<file path="src/hw/rtl/dpiq_pkg.sv">
// ----------------------------------------------------------------------------
// dpiq_pkg
// Shared constants and types of the depth pixel inverse quantizer.
// ----------------------------------------------------------------------------
package dpiq_pkg;

  // Fixed widths of the numerator path, the codes and the registers.
  localparam int unsigned NUM_W  = 32;
  localparam int unsigned CODE_W = 16;
  localparam int unsigned CFG_W  = 16;
  localparam int unsigned FH_W   = 13;
  localparam int unsigned DATA_W = 32;
  localparam int unsigned ADDR_W = 4;
  localparam int unsigned IDX_W  = 2;

  // Register indexes, taken from paddr[3:2].
  localparam logic [IDX_W-1:0] REG_Z_MIN        = 2'd0;
  localparam logic [IDX_W-1:0] REG_Z_MAX        = 2'd1;
  localparam logic [IDX_W-1:0] REG_MAX_CODE     = 2'd2;
  localparam logic [IDX_W-1:0] REG_FRAME_HEIGHT = 2'd3;

  // Register values after reset.
  localparam logic [CFG_W-1:0] RST_Z_MIN        = 16'd300;
  localparam logic [CFG_W-1:0] RST_Z_MAX        = 16'd4000;
  localparam logic [CFG_W-1:0] RST_MAX_CODE     = 16'd2046;
  localparam logic [FH_W-1:0]  RST_FRAME_HEIGHT = 13'd480;

  // Sequencer states of the coefficient unit.
  typedef enum logic [4:0] {
    S_IDLE = 5'b00001,
    S_MUL1 = 5'b00010,
    S_MUL2 = 5'b00100,
    S_DIVA = 5'b01000,
    S_DIVB = 5'b10000
  } coef_state_e;

  // Status and results of the coefficient unit.
  typedef struct packed {
    logic             busy;
    logic [NUM_W-1:0] scale;
    logic [NUM_W-1:0] offset;
  } coef_t;

endpackage

</file>
<file path="src/hw/rtl/dpiq_cell.sv">
// ----------------------------------------------------------------------------
// dpiq_cell
// One stage of the divider chain: settles one quotient bit per beat.
// ----------------------------------------------------------------------------
module dpiq_cell #(
  parameter int unsigned Z_W    = 16,
  parameter int unsigned SIDE_W = 25
) (
  input  logic                       clk_i,
  input  logic                       rst_ni,
  input  logic                       valid_i,
  output logic                       ready_o,
  input  logic [Z_W-1:0]             z_i,
  input  logic [Z_W-1:0]             rem_i,
  input  logic [dpiq_pkg::NUM_W-1:0] work_i,
  input  logic [SIDE_W-1:0]          side_i,
  output logic                       valid_o,
  input  logic                       ready_i,
  output logic [Z_W-1:0]             z_o,
  output logic [Z_W-1:0]             rem_o,
  output logic [dpiq_pkg::NUM_W-1:0] work_o,
  output logic [SIDE_W-1:0]          side_o
);
  import dpiq_pkg::*;

  logic             valid_q;
  logic [Z_W-1:0]   z_q;
  logic [Z_W-1:0]   rem_q, rem_d;
  logic [NUM_W-1:0] work_q, work_d;
  logic [SIDE_W-1:0] side_q;
  logic [Z_W:0]     shifted;
  logic             ge;

  // Restoring step: bring down the next numerator bit and try to subtract.
  // The work word shifts the numerator out at the top and the quotient in
  // at the bottom.
  always_comb begin
    shifted = {rem_i, work_i[NUM_W-1]};
    ge      = (shifted >= {1'b0, z_i});
    rem_d   = ge ? Z_W'(shifted - {1'b0, z_i}) : Z_W'(shifted);
    work_d  = {work_i[NUM_W-2:0], ge};
  end

  assign ready_o = !valid_q || ready_i;

  always_ff @(posedge clk_i or negedge rst_ni) begin
    if (!rst_ni) begin
      valid_q <= 1'b0;
    end else if (ready_o) begin
      valid_q <= valid_i;
    end
  end

  always_ff @(posedge clk_i) begin
    if (ready_o && valid_i) begin
      z_q    <= z_i;
      rem_q  <= rem_d;
      work_q <= work_d;
      side_q <= side_i;
    end
  end

  assign valid_o = valid_q;
  assign z_o     = z_q;
  assign rem_o   = rem_q;
  assign work_o  = work_q;
  assign side_o  = side_q;

endmodule

</file>
<file path="src/hw/rtl/dpiq_coef.sv">
// ----------------------------------------------------------------------------
// dpiq_coef
// Derives the scale numerator and the code offset from the depth window.
// ----------------------------------------------------------------------------
module dpiq_coef (
  input  logic                       clk_i,
  input  logic                       rst_ni,
  input  logic                       start_i,
  input  logic [dpiq_pkg::CFG_W-1:0] z_min_i,
  input  logic [dpiq_pkg::CFG_W-1:0] z_max_i,
  input  logic [dpiq_pkg::CFG_W-1:0] max_code_i,
  output dpiq_pkg::coef_t            coef_o
);
  import dpiq_pkg::*;

  localparam int unsigned CNT_W = $clog2(NUM_W);

  coef_state_e      state_q, state_d;
  logic [NUM_W-1:0] prod_q;
  logic [CFG_W-1:0] span_q;
  logic             empty_q;
  logic [CFG_W-1:0] rem_q;
  logic [NUM_W-1:0] quot_q;
  logic [CNT_W-1:0] cnt_q;
  logic [NUM_W-1:0] scale_q;
  logic [NUM_W-1:0] offset_q;
  logic [CFG_W:0]   shifted;
  logic             ge;
  logic [CFG_W-1:0] rem_n;
  logic [NUM_W-1:0] quot_n;
  logic             last;

  // One quotient bit per cycle, shared by both divisions.
  always_comb begin
    shifted = {rem_q, quot_q[NUM_W-1]};
    ge      = (shifted >= {1'b0, span_q});
    rem_n   = ge ? CFG_W'(shifted - {1'b0, span_q}) : CFG_W'(shifted);
    quot_n  = {quot_q[NUM_W-2:0], ge};
    last    = (cnt_q == CNT_W'(NUM_W - 1));
  end

  always_comb begin
    state_d = state_q;
    if (start_i) begin
      state_d = S_MUL1;
    end else begin
      unique case (state_q)
        S_IDLE: state_d = S_IDLE;
        S_MUL1: state_d = S_MUL2;
        S_MUL2: state_d = empty_q ? S_IDLE : S_DIVA;
        S_DIVA: state_d = last ? S_DIVB : S_DIVA;
        S_DIVB: state_d = last ? S_IDLE : S_DIVB;
        default: state_d = S_IDLE;
      endcase
    end
  end

  // The sequencer comes out of reset working, so the reset window is
  // reflected in the coefficients before the first beat is taken.
  always_ff @(posedge clk_i or negedge rst_ni) begin
    if (!rst_ni) begin
      state_q <= S_MUL1;
      cnt_q   <= '0;
    end else begin
      state_q <= state_d;
      if (state_q == S_DIVA || state_q == S_DIVB) begin
        cnt_q <= cnt_q + 1'b1;
      end else begin
        cnt_q <= '0;
      end
    end
  end

  always_ff @(posedge clk_i or negedge rst_ni) begin
    if (!rst_ni) begin
      scale_q  <= '0;
      offset_q <= '0;
    end else if (!start_i) begin
      if (state_q == S_MUL2 && empty_q) begin
        scale_q  <= '0;
        offset_q <= '0;
      end
      if (state_q == S_DIVA && last) begin
        scale_q <= quot_n;
      end
      if (state_q == S_DIVB && last) begin
        offset_q <= NUM_W'(NUM_W'(max_code_i) + quot_n);
      end
    end
  end

  always_ff @(posedge clk_i) begin
    unique case (state_q)
      S_MUL1: begin
        prod_q  <= NUM_W'(max_code_i) * NUM_W'(z_min_i);
        span_q  <= CFG_W'(z_max_i - z_min_i);
        empty_q <= (z_min_i >= z_max_i);
      end
      S_MUL2: begin
        // Product of all three, kept modulo 2^32.
        quot_q <= NUM_W'(prod_q * NUM_W'(z_max_i));
        rem_q  <= '0;
      end
      S_DIVA: begin
        if (last) begin
          quot_q <= prod_q;
          rem_q  <= '0;
        end else begin
          quot_q <= quot_n;
          rem_q  <= rem_n;
        end
      end
      S_DIVB: begin
        quot_q <= quot_n;
        rem_q  <= rem_n;
      end
      default: begin
        quot_q <= quot_q;
      end
    endcase
  end

  assign coef_o.busy   = (state_q != S_IDLE);
  assign coef_o.scale  = scale_q;
  assign coef_o.offset = offset_q;

endmodule

</file>
<file path="src/hw/rtl/depth_pixel_inverse_quantizer.sv">
// ----------------------------------------------------------------------------
// depth_pixel_inverse_quantizer
// Maps raw depth samples to inverse-depth codes and flips the row.
// ----------------------------------------------------------------------------
// The block takes one sample beat per clock while s_axis_tready is high and
// returns one result beat for each, in order, through the divider chain and
// then the output register. The chain has 32 cells, each settling one bit of
// the quotient a/z. After reset and after every write to z_min, z_max or
// max_code, s_axis_tready stays low while a and b are recomputed by a shared
// bit-per-clock divider (the divisions are skipped when z_min >= z_max);
// frame_height writes take effect at once.
module depth_pixel_inverse_quantizer #(
  parameter int unsigned RAW_BITS   = 16,
  parameter int unsigned COORD_BITS = 12
) (
  input  logic                        clk_i,
  input  logic                        rst_ni,
  // raw_depth, pixel_column, pixel_row (from bit 0 up), zero-padded to bytes
  input  logic [((RAW_BITS+2*COORD_BITS+7)/8)*8-1:0] s_axis_tdata,
  input  logic                        s_axis_tvalid,
  output logic                        s_axis_tready,
  // depth_code, out_column, out_row (from bit 0 up), zero-padded to bytes
  output logic [((dpiq_pkg::CODE_W+2*COORD_BITS+7)/8)*8-1:0] m_axis_tdata,
  // depth_valid
  output logic                        m_axis_tuser,
  output logic                        m_axis_tvalid,
  input  logic                        m_axis_tready,
  input  logic                        psel,
  input  logic                        penable,
  input  logic                        pwrite,
  input  logic [dpiq_pkg::ADDR_W-1:0] paddr,
  input  logic [dpiq_pkg::DATA_W-1:0] pwdata,
  output logic [dpiq_pkg::DATA_W-1:0] prdata,
  output logic                        pready
);
  import dpiq_pkg::*;

  localparam int unsigned OUT_W  = CODE_W + 2*COORD_BITS;
  localparam int unsigned OUT_TW = ((OUT_W + 7) / 8) * 8;
  localparam int unsigned SIDE_W = 1 + 2*COORD_BITS;
  localparam int unsigned ROW_W  = ((COORD_BITS > FH_W) ? COORD_BITS : FH_W) + 1;

  // ---------------------------------------------------------------- registers
  logic [CFG_W-1:0] z_min_q, z_max_q, max_code_q;
  logic [FH_W-1:0]  frame_height_q;
  logic             wr;
  logic [IDX_W-1:0] idx;
  logic             coef_start;
  coef_t            coef;

  assign pready = 1'b1;
  assign wr     = psel && penable && pwrite;
  assign idx    = paddr[ADDR_W-1:2];

  always_ff @(posedge clk_i or negedge rst_ni) begin
    if (!rst_ni) begin
      z_min_q        <= RST_Z_MIN;
      z_max_q        <= RST_Z_MAX;
      max_code_q     <= RST_MAX_CODE;
      frame_height_q <= RST_FRAME_HEIGHT;
    end else if (wr) begin
      unique case (idx)
        REG_Z_MIN:        z_min_q        <= pwdata[CFG_W-1:0];
        REG_Z_MAX:        z_max_q        <= pwdata[CFG_W-1:0];
        REG_MAX_CODE:     max_code_q     <= pwdata[CFG_W-1:0];
        REG_FRAME_HEIGHT: frame_height_q <= pwdata[FH_W-1:0];
        default:          z_min_q        <= z_min_q;
      endcase
    end
  end

  always_comb begin
    unique case (idx)
      REG_Z_MIN:        prdata = DATA_W'(z_min_q);
      REG_Z_MAX:        prdata = DATA_W'(z_max_q);
      REG_MAX_CODE:     prdata = DATA_W'(max_code_q);
      REG_FRAME_HEIGHT: prdata = DATA_W'(frame_height_q);
      default:          prdata = '0;
    endcase
  end

  assign coef_start = wr && (idx != REG_FRAME_HEIGHT);

  dpiq_coef u_coef (
    .clk_i      (clk_i),
    .rst_ni     (rst_ni),
    .start_i    (coef_start),
    .z_min_i    (z_min_q),
    .z_max_i    (z_max_q),
    .max_code_i (max_code_q),
    .coef_o     (coef)
  );

  // -------------------------------------------------------------- front end
  logic [RAW_BITS-1:0]   raw_depth;
  logic [COORD_BITS-1:0] pixel_column, pixel_row;
  logic [CFG_W-1:0]      z_ext;
  logic                  bad;
  logic [ROW_W-1:0]      row_x, fh_x;
  logic [COORD_BITS-1:0] row_flip;

  assign raw_depth    = s_axis_tdata[RAW_BITS-1:0];
  assign pixel_column = s_axis_tdata[RAW_BITS +: COORD_BITS];
  assign pixel_row    = s_axis_tdata[RAW_BITS+COORD_BITS +: COORD_BITS];

  always_comb begin
    z_ext    = CFG_W'(raw_depth);
    bad      = (raw_depth == '0) || (z_min_q >= z_max_q) ||
               (z_ext < z_min_q) || (z_ext > z_max_q);
    row_x    = ROW_W'(pixel_row);
    fh_x     = ROW_W'(frame_height_q);
    row_flip = (row_x >= fh_x) ? '0 : COORD_BITS'(fh_x - row_x - 1'b1);
  end

  // ---------------------------------------------------------- divider chain
  logic                  cv   [0:NUM_W];
  logic                  crdy [0:NUM_W];
  logic [RAW_BITS-1:0]   cz   [0:NUM_W];
  logic [RAW_BITS-1:0]   crem [0:NUM_W];
  logic [NUM_W-1:0]      cwrk [0:NUM_W];
  logic [SIDE_W-1:0]     cside[0:NUM_W];

  assign cv[0]    = s_axis_tvalid && !coef.busy;
  assign cz[0]    = raw_depth;
  assign crem[0]  = '0;
  assign cwrk[0]  = coef.scale;
  assign cside[0] = {row_flip, pixel_column, bad};
  assign s_axis_tready = crdy[0] && !coef.busy;

  for (genvar k = 0; k < NUM_W; k++) begin : g_cell
    dpiq_cell #(
      .Z_W    (RAW_BITS),
      .SIDE_W (SIDE_W)
    ) u_cell (
      .clk_i   (clk_i),
      .rst_ni  (rst_ni),
      .valid_i (cv[k]),
      .ready_o (crdy[k]),
      .z_i     (cz[k]),
      .rem_i   (crem[k]),
      .work_i  (cwrk[k]),
      .side_i  (cside[k]),
      .valid_o (cv[k+1]),
      .ready_i (crdy[k+1]),
      .z_o     (cz[k+1]),
      .rem_o   (crem[k+1]),
      .work_o  (cwrk[k+1]),
      .side_o  (cside[k+1])
    );
  end

  // ------------------------------------------------------- output register
  logic                  out_valid_q;
  logic [CODE_W-1:0]     code_q, code_d;
  logic                  dvalid_q;
  logic [COORD_BITS-1:0] col_q, row_q;
  logic                  last_bad;

  assign last_bad  = cside[NUM_W][0];
  assign crdy[NUM_W] = !out_valid_q || m_axis_tready;

  // Only the low half of b - a/z survives, so the subtract stays narrow.
  assign code_d = last_bad ? CODE_W'(max_code_q + 1'b1)
                           : CODE_W'(coef.offset[CODE_W-1:0] - cwrk[NUM_W][CODE_W-1:0]);

  always_ff @(posedge clk_i or negedge rst_ni) begin
    if (!rst_ni) begin
      out_valid_q <= 1'b0;
    end else if (crdy[NUM_W]) begin
      out_valid_q <= cv[NUM_W];
    end
  end

  always_ff @(posedge clk_i) begin
    if (crdy[NUM_W] && cv[NUM_W]) begin
      code_q   <= code_d;
      dvalid_q <= !last_bad;
      col_q    <= cside[NUM_W][1 +: COORD_BITS];
      row_q    <= cside[NUM_W][1+COORD_BITS +: COORD_BITS];
    end
  end

  assign m_axis_tvalid = out_valid_q;
  assign m_axis_tuser  = dvalid_q;
  assign m_axis_tdata  = OUT_TW'({row_q, col_q, code_q});

endmodule

</file>
<file path="config.mk">
export PLATFORM = sky130hd
export DESIGN_NAME = depth_pixel_inverse_quantizer
export DESIGN_NICKNAME = d
export VERILOG_FILES = /design/src/hw/rtl/dpiq_pkg.sv /design/src/hw/rtl/dpiq_cell.sv /design/src/hw/rtl/dpiq_coef.sv /design/src/hw/rtl/depth_pixel_inverse_quantizer.sv
export SDC_FILE = /design/constraint.sdc
export NUM_CORES = 2
export LEC_CHECK = 0
export BUFFER_PORTS_ARGS = -buffer_cell sky130_fd_sc_hd__buf_4
export CAP_MARGIN = 20
export CORE_ASPECT_RATIO = 0.6
export CORE_MARGIN = 5
export CORE_UTILIZATION = 30
export CTS_CLUSTER_SIZE = 10
export DETAILED_ROUTE_END_ITERATION = 10
export GPL_TIMING_DRIVEN = 0
export PLACE_DENSITY = 0.45
export REMOVE_ABC_BUFFERS = 1
export SETUP_SLACK_MARGIN = 0.15
export SYNTH_ARGS = -nofsm -noshare
export SYNTH_HDL_FRONTEND = slang
export SYNTH_SLANG_ARGS = --single-unit
</file>
<file path="constraint.sdc">
create_clock -name clk_i -period 10.3 [get_ports clk_i]
set_input_delay 2.06 -clock clk_i [delete_from_list [all_inputs] [get_ports clk_i]]
set_output_delay 2.06 -clock clk_i [all_outputs]
set_load 0.1 [all_outputs]
</file>
Yosys cells after proc, flatten, opt, wreduce, memory -nomap -nowiden
Cells that the tools add are included.
{ "word_totals": {"output_inout_bits": 76, "in_bits": 83, "register_bits": 3090} }
{ "op_classes": {"n_lt_le_gt_ge": 37, "n_bitwise": 1, "n_mux": 47, "eq_ne": 10, "n_addsub": 39, "mul": 2, "n_reduce_logical": 124} }
{ "ops": {"columns": ["cell", "n"], "rows": [
  ["greater-or-equal comparator 17 x 16 -> 1 bit", 32],
  ["two-way mux 16 bit", 34],
  ["subtractor 16 bit", 33],
  ["one-hot mux 32 bit (4 select lines)", 1],
  ["two-way mux 32 bit", 3],
  ["one-hot mux 32 bit (3 select lines)", 1],
  ["one-hot mux 16 bit (3 select lines)", 1],
  ["logical AND 1 bit", 41],
  ["logical OR 1 bit", 37],
  ["zero test 1 bit", 35],
  ["multiplier 16 x 16 -> 32 bit", 1],
  ["multiplier 32 x 16 -> 32 bit", 1],
  ["two-way mux 5 bit", 4],
  ["one-hot mux 5 bit (4 select lines)", 1],
  ["adder 16 x 1 -> 16 bit, second input constant", 1],
  ["adder 16 bit", 1],
  ["greater-or-equal comparator 1 x 16 -> 1 bit", 1],
  ["greater-or-equal comparator 16 bit", 1],
  ["> comparator 16 bit", 1],
  ["zero test 16 bit", 1],
  ["less-than comparator 16 bit", 1],
  ["subtractor 1 x 16 -> 16 bit", 1],
  ["greater-or-equal comparator 12 x 13 -> 1 bit", 1],
  ["AND reduction 2 bit", 6],
  ["other kinds (17)", 20]
]} }

Depth between registers and ports, before layout
{ "logic_depth": {"ltp_word": 35, "ltp_mapped": 26, "ltp_nobuf": 23} }

Hierarchy
From an unflattened synthesis, not the netlist that was laid out.
{ "hier_totals": {"cells_unflattened": 11794, "area_unflattened_um2": 160287.5} }
{ "by_module_without_submodules": {"columns": ["mod", "n_inst", "cells_per_inst", "area_per_inst_um2"], "rows": [
  ["dpiq_cell at g_cell[13].u_cell ...", 26, 252, 3896.2],
  ["dpiq_coef", 1, 3119, 28875.2],
  ["dpiq_cell at g_cell[0].u_cell ...", 5, 234, 3787.4],
  ["depth_pixel_inverse_quantizer", 1, 701, 7219.4],
  ["dpiq_cell at g_cell[20].u_cell", 1, 252, 3953.8]
]} }

Worst setup path before layout
Ideal clock, no wire load.
{ "synth_timing": {"path_type": "input to register", "startpoint": "input port m_axis_tready", "endpoint": "register g_cell[5].u_cell.rem_q[0] (enable)", "setup_ns": 0.651, "n_path_buf": 0, "required_ns": 9.649, "arrival_ns": 8.812, "cell_stages": 7, "setup_slack_ns": 0.837, "path_cell_list": "nand4b_1 > nor2_1 > nand2_1 > nor3_1 > nand4_1 > nor2_1 > a21boi_0"} }
{ "synth_between": {"elab_chain_len": 29} }
{ "synth_rtl": {"columns": ["element", "line_no", "source"], "rows": [
  ["start, declared", "depth_pixel_inverse_quantizer.sv:27", "input logic m_axis_tready,"],
  ["logical OR 1 bit", "depth_pixel_inverse_quantizer.sv:160", "assign crdy[NUM_W] = !out_valid_q || m_axis_tready;"],
  ["logical OR 1 bit (27 in a row)", "dpiq_cell.sv:44", "assign ready_o = !valid_q || ready_i;"],
  ["logical AND 1 bit", "dpiq_cell.sv:55", "if (ready_o && valid_i) begin"],
  ["end signal, assigned", "dpiq_cell.sv:57", "rem_q <= rem_d;"],
  ["end, declared", "dpiq_cell.sv:28", "logic [Z_W-1:0] rem_q, rem_d;"]
]} }
No other way between the ends.
A chain may end at the register's enable or synchronous reset.

Worst setup path in the final report
{ "layout_timing": {"startpoint": "input port m_axis_tready", "endpoint": "output port s_axis_tready"} }
{ "layout_between": {"elab_chain_len": 34} }
{ "layout_rtl": {"columns": ["element", "line_no", "source"], "rows": [
  ["logical OR 1 bit", "depth_pixel_inverse_quantizer.sv:160", null],
  ["logical OR 1 bit (32 in a row)", "dpiq_cell.sv:44", null],
  ["logical AND 1 bit", "depth_pixel_inverse_quantizer.sv:128", "assign s_axis_tready = crdy[0] && !coef.busy;"],
  ["end, declared", "depth_pixel_inverse_quantizer.sv:21", "output logic s_axis_tready,"]
]} }
No other way between the ends.

==> flow_summary_export.csv <==
group,metric,value,unit
routing,drcViolationCount,0,
cts,clock_sinks,2714,
critical_path,cp_max_fo,6,
synthesis,synthDistinctLibCells,85,
critical_path,critPathLaunchType,"input pin",
sta,slew_viol_final,0,
synthesis,synth_top_family_by_area,"adder cells",
sta,max_slew_margin,18.94,%
synthesis,yosys.area_share.adder,14.88,%
critical_path,crit_required,8.24,ns
cts,post-cts-setup-buffer-count,0,
critical_path,end_kind,"primary output",
cts,numCtsBuffers,322,
placement,dp_hpwl,249400,µm
synthesis,synth_edf_count,2562,
sta,finalSetupViolCount,0,
job,cap_violations,0,
sta,fmax,120.3,MHz
cells_and_area,area_growth,13.90,%
sta,period_share,80.71,%
grt,grt_start_max_net_pins,81,
cts,cts-root-buf,"clkbuf_16",
grt,grt_use_total,14.15,%
cells_and_area,drive_gt1_share,9.873,%
synthesis,seq_area_frac_synth,58.64,%
cells_and_area,final_util,34.36,%
floorplan,ios,159,
sta,fin_crit,8.313,ns
routing,vias_per_cell,4.747,
critical_path,worstSetupPathType,"in -> out",
synthesis,synthMuxAreaShare,3.614,%
routing,drt.antenna.violating_nets,0,
synthesis,async_reset_ff_share,5.601,%
floorplan,fp.dieW,884.8,µm
floorplan,die_area,473300,µm²
synthesis,synth_compound_area_share,7.249,%
cts,clockBufferDepth,4,
synthesis,synth-seq-cells,2714,
routing,drt_first_iter_violations,6293,
routing,dr.pass1.iters,5,
sta,fin_worst_skew,0.1171,ns
grt,overflow,0,
cells_and_area,layout_common_cells,"edfxtp_1, inv_1, nand2_1",
floorplan,initial_core_util,30.16,%
cts,cts_resized,0,
synthesis,yosysTopAreaCellShare,55.85,%
synthesis,synth_cells,10450,
synthesis,yosys-top-cells-area,"edfxtp_1, fa_1, ha_1",
hold_path,hp-class,"reg -> reg",
critical_path,cp.arrival,6.25,ns
placement,gp_congestion,0.8410,
sta,worst_slew_pin_slew,1.208,ns
cts,htree_levels,5,
synthesis,synth-main-ff-cell,"edfxtp_1",
run_status,status,"finished clean",
synthesis,synth-simple-area-share,8.277,%
routing,vias,80710,
sta,grt_setup_unrepaired,"no",
sta,hold_violations,0,
grt,grt_pass1_wl,521500,µm
cts,path_clk_slew,0.05,ns
floorplan,coreArea,456700,µm²
cts,clock_latency,0.92,ns
cells_and_area,fin_nets,12150,
synthesis,syn_avg_cell_area,13.19,µm²
floorplan,die_h,534.9,µm
cells_and_area,final_common_cell,"edfxtp_1",
cts,cts_tree,"done",
synthesis,synth-xor-area-share,2.817,%
placement,port_buffers,123,
grt,antenna_found_initial,9,
critical_path,reg2reg_setup_slack,2.16,ns
grt,grt_pass1_vias,82120,
synthesis,netlist_area,137700,µm²
floorplan,row_count,192,
cts,hold_buffers,0,
routing,totalWireLength,340000,µm
synthesis,synth_top_area_cell,"edfxtp_1",
synthesis,ys_warn_count,0,
routing,wl_per_cell,20.00,µm
[critical path: stages]
cell and delay (ns):
buf_4 0.12, nand4b_1 0.39, nor2_1 0.50, nand2_1 0.28, nor3_1 0.78, nand4_1 0.41
nor3_1 0.62, nand3_1 0.25, nor2_1 0.44, nor4bb_1 0.12, buf_4 0.26
[cell type report]
cell class,instances,area (µm²)
clock buffer,424,8556
antenna,5,12.51
clock inverter,38,422.9
tap,6111,7646
fill,43950,299800
sequential,2714,80780
multi-input combinational,6117,51090
inverter,1355,5086
timing repair buffer,240,3306
[cells in the mapped netlist (all sizes together) (127+ instances only)]
cell type / number
nand4: 128
a21oi: 413
nand2: 815
nand2b: 132
dfrtp: 127
inv: 1354
ha: 785
a21o: 147
nand3: 153
o21ai: 367
nor3: 159
mux2: 340
xnor2: 335
nor2: 430
edfxtp: 2562
fa: 533
clkbuf: 220
and2: 234
[sequential cells by signal, summed over array words and instances, names as in the netlist]
register,cells
g_cell.u_cell.work_o,632
code_q,16
u_coef.offset_q,16
z_min_q,16
max_code_q,16
u_coef.scale_q,32
row_q,12
z_max_q,16
g_cell.u_cell.valid_o,32
u_coef.empty_q,1
u_coef.cnt_q,5
frame_height_q,13
col_q,12
u_coef.rem_q,16
m_axis_tvalid,1
g_cell.u_cell.rem_o,496
u_coef.quot_q,32
u_coef.prod_q,32
g_cell.u_cell.z_o,496
u_coef.state_q,5
u_coef.span_q,16
m_axis_tuser,1
g_cell.u_cell.side_o,800
[final timing paths]
| kind | cells past startpoint | endpoint | from |
|---|---|---|---|
| max | 11 | s_axis_tready | m_axis_tready |
| min | 0 | g_cell[3].u_cell.side_o[21]$_DFFE_PP_ | g_cell[2].u_cell.side_o[21]$_DFFE_PP_ |
| max reg2reg | 23 | u_coef.quot_q[30]$_DFFE_PP_ | z_max_q[5]$_DFFE_PN1P_ |
| min reg2reg | 0 | g_cell[3].u_cell.side_o[21]$_DFFE_PP_ | g_cell[2].u_cell.side_o[21]$_DFFE_PP_ |
| max in group asynchronous | 2 | u_coef.scale_q[24]$_DFFE_PN0P_ | rst_ni |
| min in group asynchronous | 1 | frame_height_q[9]$_DFFE_PN0P_ | rst_ni |
[cell families after synthesis]
| family | after synthesis |
|---|---|
| compound gates | 1540 |
| xor+xnor | 443 |
| fa+ha+maj | 1318 |
| buf+inv | 1629 |
| flops | 2714 |
| mux | 436 |
| other cells | 2 |
| simple gates | 2363 |
[per-layer routing]
metal / part of all wire [%] / vias to the layer above / GRT usage, %
li1: - / 37640 / -
met1: 53 / 40520 / 22.87
met2: 39 / 2075 / 19.42
met3: 5.2 / 477 / 2.212
met4: 2.5 / 0 / 3.423
met5: 0 / - / 0
[per-stage QoR]
| stage | hold slack (ns) | cell area [µm²] | setup slack, ns | instances | setup TNS (ns) |
|---|---|---|---|---|---|
| floorplan | 0.4003 | 136700 | 0.8370 | 10190 | 0 |
| global placement | 0.4007 | 145200 | -6.347 | 16420 | -1119.35 |
| detailed placement | 0.4045 | 147700 | 1.842 | 16520 | 0 |
| CTS | 0.3271 | 156600 | 1.810 | 16980 | 0 |
| global route | 0.3349 | 156900 | 1.581 | 17000 | 0 |
| finish | 0.3275 | 156900 | 1.987 | 17000 | 0 |
Power is not shown: default switching activity piles up to over one toggle a cycle in this logic, so the estimate is an artifact.
